===== src/rtl/wgli_pkg.sv =====
// Shared constants, codes and types for the windowed gain/loss index unit.
// No dependencies; used by wgli_div and windowed_gain_loss_index_unit.
package wgli_pkg;

  parameter int WINDOW_MAX_DEFAULT = 64;
  parameter int PRICE_BITS_DEFAULT = 32;

  parameter int PRICE_PORT_BITS = 32;
  parameter int WINDOW_LEN_BITS = 7;
  parameter logic [WINDOW_LEN_BITS-1:0] WINDOW_LEN_RESET = 7'd14;

  parameter int INDEX_BITS  = 10;
  parameter int CLASS_BITS  = 2;
  parameter int QUOT_BITS   = 11;
  parameter int INDEX_SCALE = 1000;
  parameter int HIGH_LIMIT  = 650;
  parameter int LOW_LIMIT   = 350;

  typedef enum logic [CLASS_BITS-1:0] {
    CLASS_NEUTRAL = 2'd0,
    CLASS_LOW     = 2'd1,
    CLASS_HIGH    = 2'd2
  } trend_class_t;

  typedef struct packed {
    logic                  done;
    logic [INDEX_BITS-1:0] index_tenths;
    trend_class_t          trend_class;
  } div_result_t;

endpackage


===== src/rtl/wgli_ram.sv =====
// Generic single-write, single-read RAM with registered read data.
// No dependencies.
module wgli_ram #(
  parameter int WIDTH = 8,
  parameter int DEPTH = 16
) (
  input  logic                     clk,
  input  logic                     we,
  input  logic [$clog2(DEPTH)-1:0] wr_addr,
  input  logic [WIDTH-1:0]         wr_data,
  input  logic                     rd_en,
  input  logic [$clog2(DEPTH)-1:0] rd_addr,
  output logic [WIDTH-1:0]         rd_data
);

  logic [WIDTH-1:0] mem [DEPTH];

  always_ff @(posedge clk) begin
    if (we) begin
      mem[wr_addr] <= wr_data;
    end
    if (rd_en) begin
      rd_data <= mem[rd_addr];
    end
  end

endmodule


===== src/rtl/wgli_div.sv =====
// Iterative restoring divider: 1000*gain / total, one quotient bit per cycle,
// then rounding and trend classification. Depends on wgli_pkg.
module wgli_div #(
  parameter int SUM_BITS = 38
) (
  input  logic                        clk,
  input  logic                        rst,
  input  logic                        start,
  input  logic [SUM_BITS-1:0]         gain,
  input  logic [SUM_BITS-1:0]         total,
  output wgli_pkg::div_result_t       res
);

  localparam int QB   = wgli_pkg::QUOT_BITS;
  localparam int NW   = SUM_BITS + QB - 1;
  localparam int CNTW = $clog2(QB);

  typedef enum logic [2:0] {
    DV_IDLE = 3'b001,
    DV_STEP = 3'b010,
    DV_FIN  = 3'b100
  } div_state_t;

  div_state_t            state;
  logic [NW-1:0]         num;
  logic [NW-1:0]         den;
  logic [SUM_BITS-1:0]   total_q;
  logic [QB-1:0]         quot;
  logic [CNTW-1:0]       step_cnt;

  logic                  fits;
  logic [SUM_BITS-1:0]   rem;
  logic                  round_up;
  logic [QB-1:0]         idx_full;
  wgli_pkg::trend_class_t cls;

  always_comb begin
    fits     = num >= den;
    rem      = num[SUM_BITS-1:0];
    round_up = {rem, 1'b0} >= {1'b0, total_q};
    idx_full = quot + QB'(round_up);
    if (quot > QB'(wgli_pkg::HIGH_LIMIT) ||
        (quot == QB'(wgli_pkg::HIGH_LIMIT) && rem != '0)) begin
      cls = wgli_pkg::CLASS_HIGH;
    end else if (quot < QB'(wgli_pkg::LOW_LIMIT)) begin
      cls = wgli_pkg::CLASS_LOW;
    end else begin
      cls = wgli_pkg::CLASS_NEUTRAL;
    end
  end

  always_ff @(posedge clk) begin
    if (rst) begin
      state            <= DV_IDLE;
      res.done         <= 1'b0;
      res.index_tenths <= '0;
      res.trend_class  <= wgli_pkg::CLASS_NEUTRAL;
    end else begin
      res.done <= 1'b0;
      unique case (state)
        DV_IDLE: begin
          if (start) begin
            state <= DV_STEP;
          end
        end
        DV_STEP: begin
          if (step_cnt == '0) begin
            state <= DV_FIN;
          end
        end
        DV_FIN: begin
          res.done <= 1'b1;
          state    <= DV_IDLE;
          if (total_q == '0) begin
            res.index_tenths <= '0;
            res.trend_class  <= wgli_pkg::CLASS_LOW;
          end else begin
            res.index_tenths <= idx_full[wgli_pkg::INDEX_BITS-1:0];
            res.trend_class  <= cls;
          end
        end
        default: state <= DV_IDLE;
      endcase
    end
  end

  always_ff @(posedge clk) begin
    unique case (state)
      DV_IDLE: begin
        if (start) begin
          num      <= NW'(gain) * NW'(wgli_pkg::INDEX_SCALE);
          den      <= NW'(total) << (QB - 1);
          total_q  <= total;
          quot     <= '0;
          step_cnt <= CNTW'(QB - 1);
        end
      end
      DV_STEP: begin
        if (fits) begin
          num <= num - den;
        end
        quot     <= {quot[QB-2:0], fits};
        den      <= den >> 1;
        step_cnt <= step_cnt - CNTW'(1);
      end
      default: begin
      end
    endcase
  end

endmodule


===== src/rtl/windowed_gain_loss_index_unit.sv =====
// Windowed gain/loss index: one price per beat in, one index per full window out.
// A price that yields a result holds in_stall through the update and the 11-step
// divider, until its result is loaded into the output register; a warm-up
// price holds it through the update only. Synchronous reset clears the stream
// and sets window_len to 14; a config write restarts the stream.
module windowed_gain_loss_index_unit #(
  parameter int WINDOW_MAX = wgli_pkg::WINDOW_MAX_DEFAULT,
  parameter int PRICE_BITS = wgli_pkg::PRICE_BITS_DEFAULT
) (
  input  logic                                 clk,
  input  logic                                 rst,
  input  logic                                 cfg_we,
  input  logic [wgli_pkg::WINDOW_LEN_BITS-1:0] cfg_wdata,
  input  logic                                 in_valid,
  output logic                                 in_stall,
  input  logic [wgli_pkg::PRICE_PORT_BITS-1:0] price,
  output logic                                 out_valid,
  input  logic                                 out_stall,
  output logic [wgli_pkg::INDEX_BITS-1:0]      index_tenths,
  output logic [wgli_pkg::CLASS_BITS-1:0]      trend_class
);

  localparam int WLB = wgli_pkg::WINDOW_LEN_BITS;
  localparam int AW  = $clog2(WINDOW_MAX);
  localparam int KW  = $clog2(WINDOW_MAX + 1);
  localparam int CW  = (KW > WLB) ? KW : WLB;
  localparam int DW  = PRICE_BITS + 1;
  localparam int SW  = PRICE_BITS + AW;

  typedef enum logic [3:0] {
    S_IDLE = 4'b0001,
    S_UPD  = 4'b0010,
    S_DIV  = 4'b0100,
    S_OUT  = 4'b1000
  } state_t;

  state_t                  state;
  state_t                  state_next;
  logic [WLB-1:0]          window_len;
  logic [PRICE_BITS-1:0]   prev;
  logic [DW-1:0]           diff;
  logic [AW-1:0]           old_addr_q;
  logic [AW-1:0]           ptr;
  logic [CW-1:0]           seen;
  logic [SW-1:0]           gain_sum;
  logic [SW-1:0]           loss_sum;
  logic [WINDOW_MAX-1:0]   slot_valid;
  logic                    div_start;
  logic [DW-1:0]           ram_rdata;
  wgli_pkg::div_result_t   res;

  logic                    in_accept;
  logic                    out_free;
  logic                    out_load;
  logic [CW-1:0]           wl_ext;
  logic [CW-1:0]           k;
  logic [CW-1:0]           span;
  logic [CW-1:0]           seen_inc;
  logic                    full_window;
  logic [PRICE_BITS-1:0]   p_in;
  logic [DW-1:0]           diff_in;
  logic [CW:0]             ptr_ext;
  logic [CW:0]             span_ext;
  logic [CW:0]             old_full;
  logic [AW-1:0]           old_addr;
  logic [AW:0]             ptr_sum;
  logic [AW-1:0]           ptr_adv;
  logic [DW-1:0]           old_diff;
  logic [DW-1:0]           old_neg;
  logic [DW-1:0]           new_neg;
  logic [SW-1:0]           old_gain;
  logic [SW-1:0]           old_loss;
  logic [SW-1:0]           new_gain;
  logic [SW-1:0]           new_loss;
  logic [SW-1:0]           total;

  always_comb begin
    in_stall    = state != S_IDLE;
    in_accept   = in_valid && !in_stall;
    out_free    = !out_valid || !out_stall;
    wl_ext      = CW'(window_len);
    if (wl_ext == '0) begin
      k = CW'(1);
    end else if (wl_ext > CW'(WINDOW_MAX)) begin
      k = CW'(WINDOW_MAX);
    end else begin
      k = wl_ext;
    end
    span        = k - CW'(1);
    seen_inc    = (seen < k) ? seen + CW'(1) : seen;
    full_window = seen_inc >= k;
    p_in        = PRICE_BITS'(price);
    diff_in     = (seen != '0) ? DW'(p_in) - DW'(prev) : '0;
    ptr_ext     = (CW + 1)'(ptr);
    span_ext    = (CW + 1)'(span);
    old_full    = (ptr_ext >= span_ext) ? ptr_ext - span_ext
                                        : ptr_ext + (CW + 1)'(WINDOW_MAX) - span_ext;
    old_addr    = old_full[AW-1:0];
    ptr_sum     = {1'b0, ptr} + (AW + 1)'(1);
    ptr_adv     = (ptr_sum >= (AW + 1)'(WINDOW_MAX)) ? '0 : ptr_sum[AW-1:0];
    old_diff    = slot_valid[old_addr_q] ? ram_rdata : '0;
    old_neg     = -old_diff;
    new_neg     = -diff;
    old_gain    = old_diff[DW-1] ? '0 : SW'(old_diff[DW-2:0]);
    old_loss    = old_diff[DW-1] ? SW'(old_neg[DW-2:0]) : '0;
    new_gain    = diff[DW-1] ? '0 : SW'(diff[DW-2:0]);
    new_loss    = diff[DW-1] ? SW'(new_neg[DW-2:0]) : '0;
    total       = gain_sum + loss_sum;
    out_load    = ((state == S_DIV) && res.done && out_free) ||
                  ((state == S_OUT) && out_free);
  end

  always_comb begin
    state_next = state;
    unique case (state)
      S_IDLE: begin
        if (in_accept) begin
          state_next = S_UPD;
        end
      end
      S_UPD: begin
        state_next = full_window ? S_DIV : S_IDLE;
      end
      S_DIV: begin
        if (res.done) begin
          state_next = out_free ? S_IDLE : S_OUT;
        end
      end
      S_OUT: begin
        if (out_free) begin
          state_next = S_IDLE;
        end
      end
      default: state_next = S_IDLE;
    endcase
  end

  always_ff @(posedge clk) begin
    if (rst) begin
      state      <= S_IDLE;
      window_len <= wgli_pkg::WINDOW_LEN_RESET;
      prev       <= '0;
      ptr        <= '0;
      seen       <= '0;
      gain_sum   <= '0;
      loss_sum   <= '0;
      slot_valid <= '0;
      div_start  <= 1'b0;
    end else if (cfg_we) begin
      window_len <= cfg_wdata;
      prev       <= '0;
      ptr        <= '0;
      seen       <= '0;
      gain_sum   <= '0;
      loss_sum   <= '0;
      slot_valid <= '0;
      div_start  <= 1'b0;
    end else begin
      state     <= state_next;
      div_start <= (state == S_UPD) && full_window;
      if (in_accept) begin
        prev <= p_in;
      end
      if (state == S_UPD) begin
        seen <= seen_inc;
        if (span != '0) begin
          gain_sum        <= gain_sum - old_gain + new_gain;
          loss_sum        <= loss_sum - old_loss + new_loss;
          slot_valid[ptr] <= 1'b1;
          ptr             <= ptr_adv;
        end
      end
    end
  end

  always_ff @(posedge clk) begin
    if (in_accept) begin
      diff       <= diff_in;
      old_addr_q <= old_addr;
    end
  end

  always_ff @(posedge clk) begin
    if (rst) begin
      out_valid <= 1'b0;
    end else if (out_load) begin
      out_valid <= 1'b1;
    end else if (!out_stall) begin
      out_valid <= 1'b0;
    end
  end

  always_ff @(posedge clk) begin
    if (out_load) begin
      index_tenths <= res.index_tenths;
      trend_class  <= res.trend_class;
    end
  end

  wgli_ram #(
    .WIDTH (DW),
    .DEPTH (WINDOW_MAX)
  ) u_ring (
    .clk     (clk),
    .we      ((state == S_UPD) && (span != '0) && !cfg_we),
    .wr_addr (ptr),
    .wr_data (diff),
    .rd_en   (in_accept),
    .rd_addr (old_addr),
    .rd_data (ram_rdata)
  );

  wgli_div #(
    .SUM_BITS (SW)
  ) u_div (
    .clk   (clk),
    .rst   (rst),
    .start (div_start),
    .gain  (gain_sum),
    .total (total),
    .res   (res)
  );

  a_done_in_div: assert property (@(posedge clk) disable iff (rst)
    res.done |-> state == S_DIV)
    else $error("divider result outside divide phase");

  a_seen_bound: assert property (@(posedge clk) disable iff (rst)
    seen <= k)
    else $error("seen count beyond window");

  a_index_range: assert property (@(posedge clk) disable iff (rst)
    out_valid |-> index_tenths <= wgli_pkg::INDEX_BITS'(wgli_pkg::INDEX_SCALE))
    else $error("index above full scale");

  a_high_class: assert property (@(posedge clk) disable iff (rst)
    out_valid && trend_class == wgli_pkg::CLASS_HIGH |->
      index_tenths >= wgli_pkg::INDEX_BITS'(wgli_pkg::HIGH_LIMIT))
    else $error("high class with low index");

  a_accept_update: assert property (@(posedge clk) disable iff (rst)
    in_accept && !cfg_we |=> state == S_UPD)
    else $error("accepted beat did not start update");

endmodule

===== config.mk =====
export PLATFORM = sky130hd
export DESIGN_NAME = windowed_gain_loss_index_unit
export DESIGN_NICKNAME = d
export VERILOG_FILES = /design/src/rtl/wgli_pkg.sv /design/src/rtl/wgli_ram.sv /design/src/rtl/wgli_div.sv /design/src/rtl/windowed_gain_loss_index_unit.sv
export SDC_FILE = /design/constraint.sdc
export NUM_CORES = 2
export LEC_CHECK = 0
export BUFFER_PORTS_ARGS = -buffer_cell sky130_fd_sc_hd__buf_2
export CAP_MARGIN = 20
export CORE_MARGIN = 2
export CORE_UTILIZATION = 45
export CTS_BUF_LIST = sky130_fd_sc_hd__clkbuf_8
export CTS_CLUSTER_SIZE = 25
export DETAILED_ROUTE_END_ITERATION = 16
export PLACE_DENSITY = 0.7
export RECOVER_POWER = 25
export SLEW_MARGIN = 30
export SYNTH_ARGS = -nofsm -noshare
export SYNTH_HDL_FRONTEND = slang
export SYNTH_HIERARCHICAL = 1
export SYNTH_SLANG_ARGS = --single-unit

===== constraint.sdc =====
create_clock -name clk -period 9.5 [get_ports clk]
set_input_delay 0 -clock clk [delete_from_list [all_inputs] [get_ports clk]]
set_output_delay 0 -clock clk [all_outputs]
set_load 0.03 [all_outputs]

# [Word level (Yosys, flattened, before mapping)]
# Memories as Yosys holds them, arrays and structs flattened. A register that Yosys moved wholly into a read port is not among the register bits.
# Index checks and enable logic that the tools add are counted.
[totals] regBits=414 ram_bits=2112 inputBits=44 elab_cells=142 memories=1
[classes] n_addsub=17 n_mul=1 order_cmp=12 n_eq_ne=16 muxes=40 n_bitwise=2 n_reduce_logical=30
[mem_list] name="u_ring.mem" words=64 word_bits=33 rd=1 rd_ports_with_merged_regs=1 write_ports=1 line_no="wgli_ram.sv:16" rtl="logic [WIDTH-1:0] mem [DEPTH];"
[op_table] cell="48-bit case mux with 2 select lines" n=2
[op_table] cell="48-bit two-way mux" n=3
[op_table] cell="32-bit two-way mux" n=4
[op_table] cell="38-bit by 32-bit adder with 38-bit output" n=2
[op_table] cell="38-bit by 32-bit subtractor with 38-bit output" n=2
[op_table] cell="32-bit negation" n=2
[op_table] cell="64-bit bitwise OR" n=1
[op_table] cell="48-bit greater-or-equal comparator" n=1
[op_table] cell="48-bit subtractor" n=1
[op_table] cell="38-bit by 7-bit multiplier with 45-bit output (second input constant)" n=1
[op_table] cell="39-bit by 38-bit greater-or-equal comparator with 1-bit output" n=1
[op_table] cell="38-bit adder" n=1
[op_table] cell="38-bit logical NOT" n=1
[op_table] cell="38-bit nonzero test" n=1
[op_table] cell="33-bit two-way mux" n=1
[op_table] cell="32-bit by 32-bit subtractor with 33-bit output" n=1
[op_table] cell="11-bit case mux with 2 select lines" n=1
[op_table] cell="7-bit two-way mux" n=3
[op_table] cell="4-bit two-way mux" n=5
[op_table] cell="4-bit case mux with 4 select lines" n=1
[op_table] cell="6-bit by 7-bit < comparator with 1-bit output (second input constant)" n=2
[op_table] cell="7-bit nonzero test" n=2
[op_table] cell="13-bit two-way mux" n=1
[op_table] cell="12-bit two-way mux" n=1
[op_table] cell="46 further kinds" n=77

# [Longest topological paths before layout]
[depth] depth_word=9 ltp_mapped=30 depth_no_buf=26

# [Hierarchy]
# Netlist, hierarchy kept.
[by_module_without_submodules] module="wgli_ram" instances=1 cells_per_inst=3598 area_per_inst_um2=81523.2 seq_area_each_um2=64411.8
[by_module_without_submodules] module="windowed_gain_loss_index_unit" instances=1 cells_per_inst=2652 area_per_inst_um2=21016.4 seq_area_each_um2=5495.3
[by_module_without_submodules] module="wgli_div" instances=1 cells_per_inst=1794 area_per_inst_um2=17055.1 seq_area_each_um2=4794.6

# [Worst setup path after synthesis]
# OpenSTA, ideal clock, no wires.
[synth_path] path_kind="reg2reg" start="register old_addr_q[1]" end="register loss_sum[37]" setup_time_ns=0.072 arrival_ns=6.984 slack_ns=2.444 path_stages_with_launch=29 path_buffers=3 cell_sequence="edfxtp_1 -> clkbuf_1 -> buf_1 -> mux4_2 -> mux4_2 -> mux4_2 -> buf_2 -> nand2_1 -> ha_1 -> inv_1 -> or3_1 -> nor3_1 -> nand2b_1 -> nand2b_1 -> nor4_2 -> or4b_1 -> xnor2_1 -> nor2_1 -> fa_1 -> inv_1 -> ha_1 -> nand4_1 -> or2_2 -> a2111oi_0 -> o31ai_1 -> a21boi_0 -> o21ai_0 -> a21oi_1 -> mux2i_1"
[synth_between] elab_chain_cells=7
[synth_rtl] item="start, declared" line_no="windowed_gain_loss_index_unit.sv:42" rtl="logic [AW-1:0] old_addr_q;"
[synth_rtl] item="start signal, assigned" line_no="windowed_gain_loss_index_unit.sv:179" rtl="old_addr_q <= old_addr;"
[synth_rtl] item="1-bit binary-select mux with 6-bit select (*)" line_no="windowed_gain_loss_index_unit.sv:101" rtl="old_diff = slot_valid[old_addr_q] ? ram_rdata : '0;"
[synth_rtl] item="1-bit two-way mux (implied by the code) (*)" line_no="windowed_gain_loss_index_unit.sv:101"
[synth_rtl] item="33-bit two-way mux (*)" line_no="windowed_gain_loss_index_unit.sv:101"
[synth_rtl] item="32-bit negation" line_no="windowed_gain_loss_index_unit.sv:102" rtl="old_neg = -old_diff;"
[synth_rtl] item="32-bit two-way mux (*)" line_no="windowed_gain_loss_index_unit.sv:105" rtl="old_loss = old_diff[DW-1] ? SW'(old_neg[DW-2:0]) : '0;"
[synth_rtl] item="38-bit by 32-bit subtractor with 38-bit output (*)" line_no="windowed_gain_loss_index_unit.sv:168" rtl="loss_sum <= loss_sum - old_loss + new_loss;"
[synth_rtl] item="38-bit by 32-bit adder with 38-bit output (*)" line_no="windowed_gain_loss_index_unit.sv:168"
[synth_rtl] item="end signal, assigned" line_no="windowed_gain_loss_index_unit.sv:168"
[synth_rtl] item="end, declared" line_no="windowed_gain_loss_index_unit.sv:46" rtl="logic [SW-1:0] loss_sum;"
# Mark *: on every way between the ends. The rest lies on a longest branch, timed or not. The select of a mux whose other input is x is not followed.
# A chain may end at the register's enable or synchronous reset.

# [Worst setup path in the final report]
# Ends and elaborated chain as after synthesis.

==> implementation parameters <==
Parameter                              Value

Routing
  First-pass iteration count of the detailed router    6
  Via Count    74200
  Via density per instance    6.00
  Total detailed-routing wirelength    roughly 330000 um
  Average detailed-routed wire length per instance    26.9 um
  Remaining number of nets flagged by the antenna check after routing    0
  Residual DRC count    0
  Number of DRC markers in iteration 0    8607

Global routing
  Wire length of the first global-routing pass    486000 um
  Number of global-route vias before repair    about 74000
  Initial antenna violation count    28
  Global route overflow    0
  Maximum number of pins on one net before global-route repair    111
  Overall routing resource usage    between 20% and 30%

Synth
  Count of cell types in the netlist    roughly 110
  Number of enable flip-flop cells after synthesis    2345
  Post-synthesis net count    8653
  Yosys Warn Count    6
  Avg Cell Area, Syn    14.9 um^2
  Number of flip-flops and latches in the synthesized netlist    2559
  Post-synthesis instance area    120000 um^2
  Share of synthesized registers carrying an async set or reset    0%
  Sequential cell area fraction in the yosys report    a little over three fifths
  Post-Synthesis Cells    approximately 8000
  Flip-flop cell with the highest count after synthesis    sky130_fd_sc_hd__edfxtp_1

Timing
  Number of pins with negative max-slew slack in the final report    1605
  RSZ-0062 raised after global routing    false
  Pin slew with the least headroom to its limit    4220 ps
  Final min period    8190 ps
  Number of hold-slack violations in the final timing report    0
  Final sum of negative setup slack    0 ps
  Worst Skew    144 ps
  Setup Viol. Count Final    0
  Timing-limited maximum frequency    between 100 and 150 MHz
  Slew Limit Headroom    -181%
  Share of the cycle needed by the critical path after routing    86.2%

Setup path
  Capturing element type of the critical path    flop
  Stage delay of the slowest cell on the critical path    880 ps
  Cell mode on critical path    sky130_fd_sc_hd__mux4_2
  Type of the worst setup path    reg2reg
  Setup crit start kind    flop
  Peak fanout along the critical path    16
  Worst EP required    10340 ps
  Master of the slowest instance on the critical path    sky130_fd_sc_hd__edfxtp_1
  Critical Path AT    9020 ps

Clock tree
  TritonCTS clock tree    yes
  Clock transition at the registers of the reported paths    approximately 60 ps
  Worst skew pair latency    around 1100 ps
  Number of clock sinks    2559
  Post_cts resized    0
  Setup fix buffers added after clock tree synthesis    0
  CTS root buffer    sky130_fd_sc_hd__clkbuf_8
  H-tree depth    5
  Cts bufs inserted    403
  Worst-case clock buffer depth    4

Final layout
  FILL cells    21700
  Post-layout nets    roughly 9100
  Ratio of cells with drive above 1 in the final layout    16.0%
  Most used cells in the layout excluding fill and tap cells    2345 x sky130_fd_sc_hd__edfxtp_1, 716 x sky130_fd_sc_hd__inv_1, 516 x sky130_fd_sc_hd__nand2_1, 506 x sky130_fd_sc_hd__mux4_2, 412 x sky130_fd_sc_hd__clkbuf_8
  Synthesis-to-layout area growth    11.7%
  Most common cell after layout, fill and taps aside    sky130_fd_sc_hd__edfxtp_1

Pwr
  Comb power frac    ~15%
  Total chip power    25.1 mW
  Internal Power    18.2 mW
  Power Density    188 nW/um^2
  Sequential share of power    ~50%
  Switching power    between 6 and 7 mW
  Clock share of power    35.0%
  IR drop worst, VDD    0.155 mV
  Net switching fraction of the power    27.5%
  Leakage power figure    around 47 nW

Run status
  Violated checks    capacitance limit, slew limit
  Result of the run    finished, violations left

Die
  Std cell rows    189
  Die X    520 um
  Number of primary I/O pins    58
  Initial core utilization    45.2%
  Die Y-Extent    just over 500 um
  CORE AREA    265000 um^2
  Die area    270000 um^2

Worst hold path
  Hold Crit Class    in2reg

Flow run
  Max Cap Viol    25

Place
  Number of port buffers    57
  DP HPWL    between 200000 and 250000 um
  Global placer's final weighted congestion    0.927
worst paths after layout:
path,start,endpoint,slack (ps),depth (start not counted)
max reg2reg,old_addr_q[1],loss_sum[37],1310,25
min reg2reg,u_div/res[3],index_tenths[1],430,0
max,old_addr_q[1],loss_sum[37],1310,25
min,price[29],diff[29],150,5
layer usage:
layer  vias to the layer above  wire length (um)  global-route usage, %
li1                      31800                 -                      -
met1                     37900            130000                   32.6
met2                      3848            158000                   39.2
met3                       731             30000                   3.89
met4                         4             14700                   9.85
met5                         -                27                      0
logic make-up after synthesis:
logic type | count (synthesis) | share of synthesized area, %
buffers and inverters | 949 | 3.38
xor gates and xnor gates | 253 | 1.85
muxes | 627 | 10.5
AOI/OAI and AO/OA | 1361 | 7.53
DFF | 2559 | 62.5
and+or+nand+nor | 1730 | 7.00
adders and majority gates | 565 | 7.23
through the flow:
stage | util, % | instances | hold WS (ps) | cell area [um^2] | setup WS, ps
3_5_place_dp | 47.1 | 11500 | 219 | 125000 | 1380
4_1_cts | 50.4 | 12300 | 67.1 | 134000 | 1310
5_1_grt | 50.4 | 12400 | 136 | 134000 | 642
3_3_place_gp | 47.1 | 11500 | 215 | 125000 | 1200
6_report | 50.4 | 12400 | 147 | 134000 | 1310
2_1_floorplan | - | 8044 | 122 | 120000 | 2440
state kept, by name, summed over array words and instances (netlist names):
signal	cells
ptr	6
index_tenths	10
u_div/den	48
window_len	7
seen	7
div_start	1
u_ring/mem	2112
gain_sum	38
u_div/quot	11
u_div/total_q	38
out_valid	1
state	4
prev	32
u_div/num	48
u_div/state	3
slot_valid	64
loss_sum	38
u_ring/rd_data	33
diff	33
trend_class	2
u_div/res	13
old_addr_q	6
u_div/step_cnt	4
area by class of cell:
| cell class | instances | area (um^2) | area share (%) |
|---|---|---|---|
| diodes | 26 | 65.1 | 0.0487 |
| clock buffers | 412 | 5670 | 4.24 |
| clock inverters | 307 | 1740 | 1.30 |
| inverters | 596 | 2250 | 1.68 |
| multi-input cells | 4536 | 41500 | 31.1 |
| flip-flops and latches | 2559 | 74700 | 55.9 |
| well taps | 3533 | 4420 | 3.31 |
| repair buffers | 393 | 3200 | 2.39 |
power by group through the flow:
| stage | logic [mW] | clock network (mW) | registers (mW) |
|---|---|---|---|
| after floorplan | 2.19 | 0 | 12.8 |
| after global placement | 3.57 | 0 | 12.8 |
| after detailed placement | 3.63 | 0 | 12.8 |
| after CTS | 3.69 | 8.93 | 12.6 |
| after global routing | 3.95 | 9.39 | 12.6 |
| final | 3.76 | 8.80 | 12.6 |
timing repair:
item,4_1_cts,5_1_grt
endpoints found under the hold margin,125,0
setup endpoints to repair,0,0
hold buffers,140,0
synthesized netlist by cell type (12+ instances only):
cell / instances / area, um^2
sky130_fd_sc_hd__o21a_1: 33 / 248
sky130_fd_sc_hd__xnor2_1: 146 / 1280
sky130_fd_sc_hd__a22oi_1: 89 / 668
sky130_fd_sc_hd__and3_1: 56 / 350
sky130_fd_sc_hd__nor2b_1: 60 / 375
sky130_fd_sc_hd__and2_1: 76 / 475
sky130_fd_sc_hd__or2_2: 12 / 75.1
sky130_fd_sc_hd__or4_1: 14 / 105
sky130_fd_sc_hd__o31ai_1: 17 / 128
sky130_fd_sc_hd__a211o_1: 26 / 228
sky130_fd_sc_hd__nand2_1: 516 / 1940
sky130_fd_sc_hd__inv_1: 592 / 2220
sky130_fd_sc_hd__clkbuf_1: 199 / 747
sky130_fd_sc_hd__xor2_1: 107 / 937
sky130_fd_sc_hd__o21bai_1: 37 / 278
sky130_fd_sc_hd__o211ai_1: 37 / 278
sky130_fd_sc_hd__a211oi_1: 56 / 420
sky130_fd_sc_hd__nand3_1: 189 / 946
sky130_fd_sc_hd__buf_4: 17 / 128
sky130_fd_sc_hd__ha_1: 355 / 4440
sky130_fd_sc_hd__edfxtp_1: 2345 / 70400
sky130_fd_sc_hd__fa_1: 210 / 4200
sky130_fd_sc_hd__or3_1: 40 / 250
sky130_fd_sc_hd__mux2i_1: 113 / 1130
sky130_fd_sc_hd__buf_1: 22 / 82.6
sky130_fd_sc_hd__a221oi_1: 15 / 131
sky130_fd_sc_hd__buf_6: 33 / 372
sky130_fd_sc_hd__nand4_1: 89 / 557
sky130_fd_sc_hd__a21o_1: 112 / 841
sky130_fd_sc_hd__o221ai_1: 51 / 447
sky130_fd_sc_hd__nand2b_1: 74 / 463
sky130_fd_sc_hd__nor4_1: 45 / 282
sky130_fd_sc_hd__nor3_1: 83 / 415
sky130_fd_sc_hd__a2111oi_0: 13 / 114
sky130_fd_sc_hd__a211oi_2: 12 / 150
sky130_fd_sc_hd__a21oi_1: 407 / 2040
sky130_fd_sc_hd__o22ai_1: 63 / 394
sky130_fd_sc_hd__mux4_2: 506 / 11400
sky130_fd_sc_hd__o21ai_0: 225 / 1130
sky130_fd_sc_hd__dfxtp_1: 214 / 4280
sky130_fd_sc_hd__a31oi_1: 28 / 175
sky130_fd_sc_hd__nor2_1: 411 / 1540
sky130_fd_sc_hd__buf_2: 75 / 375
critical path, delay by kind of cell, from the launching register on:
| family | cells | cell delay (ps) |
|---|---|---|
| AOI/OAI and AO/OA | 5 | 1240 |
| and+or+nand+nor | 10 | 2710 |
| adders and majority gates | 3 | 1140 |
| DFF | 1 | 880 |
| xor gates and xnor gates | 1 | 170 |
| muxes | 4 | 1740 |
| buffers and inverters | 2 | 170 |
Note: power is estimated with default switching activity, not from simulation.
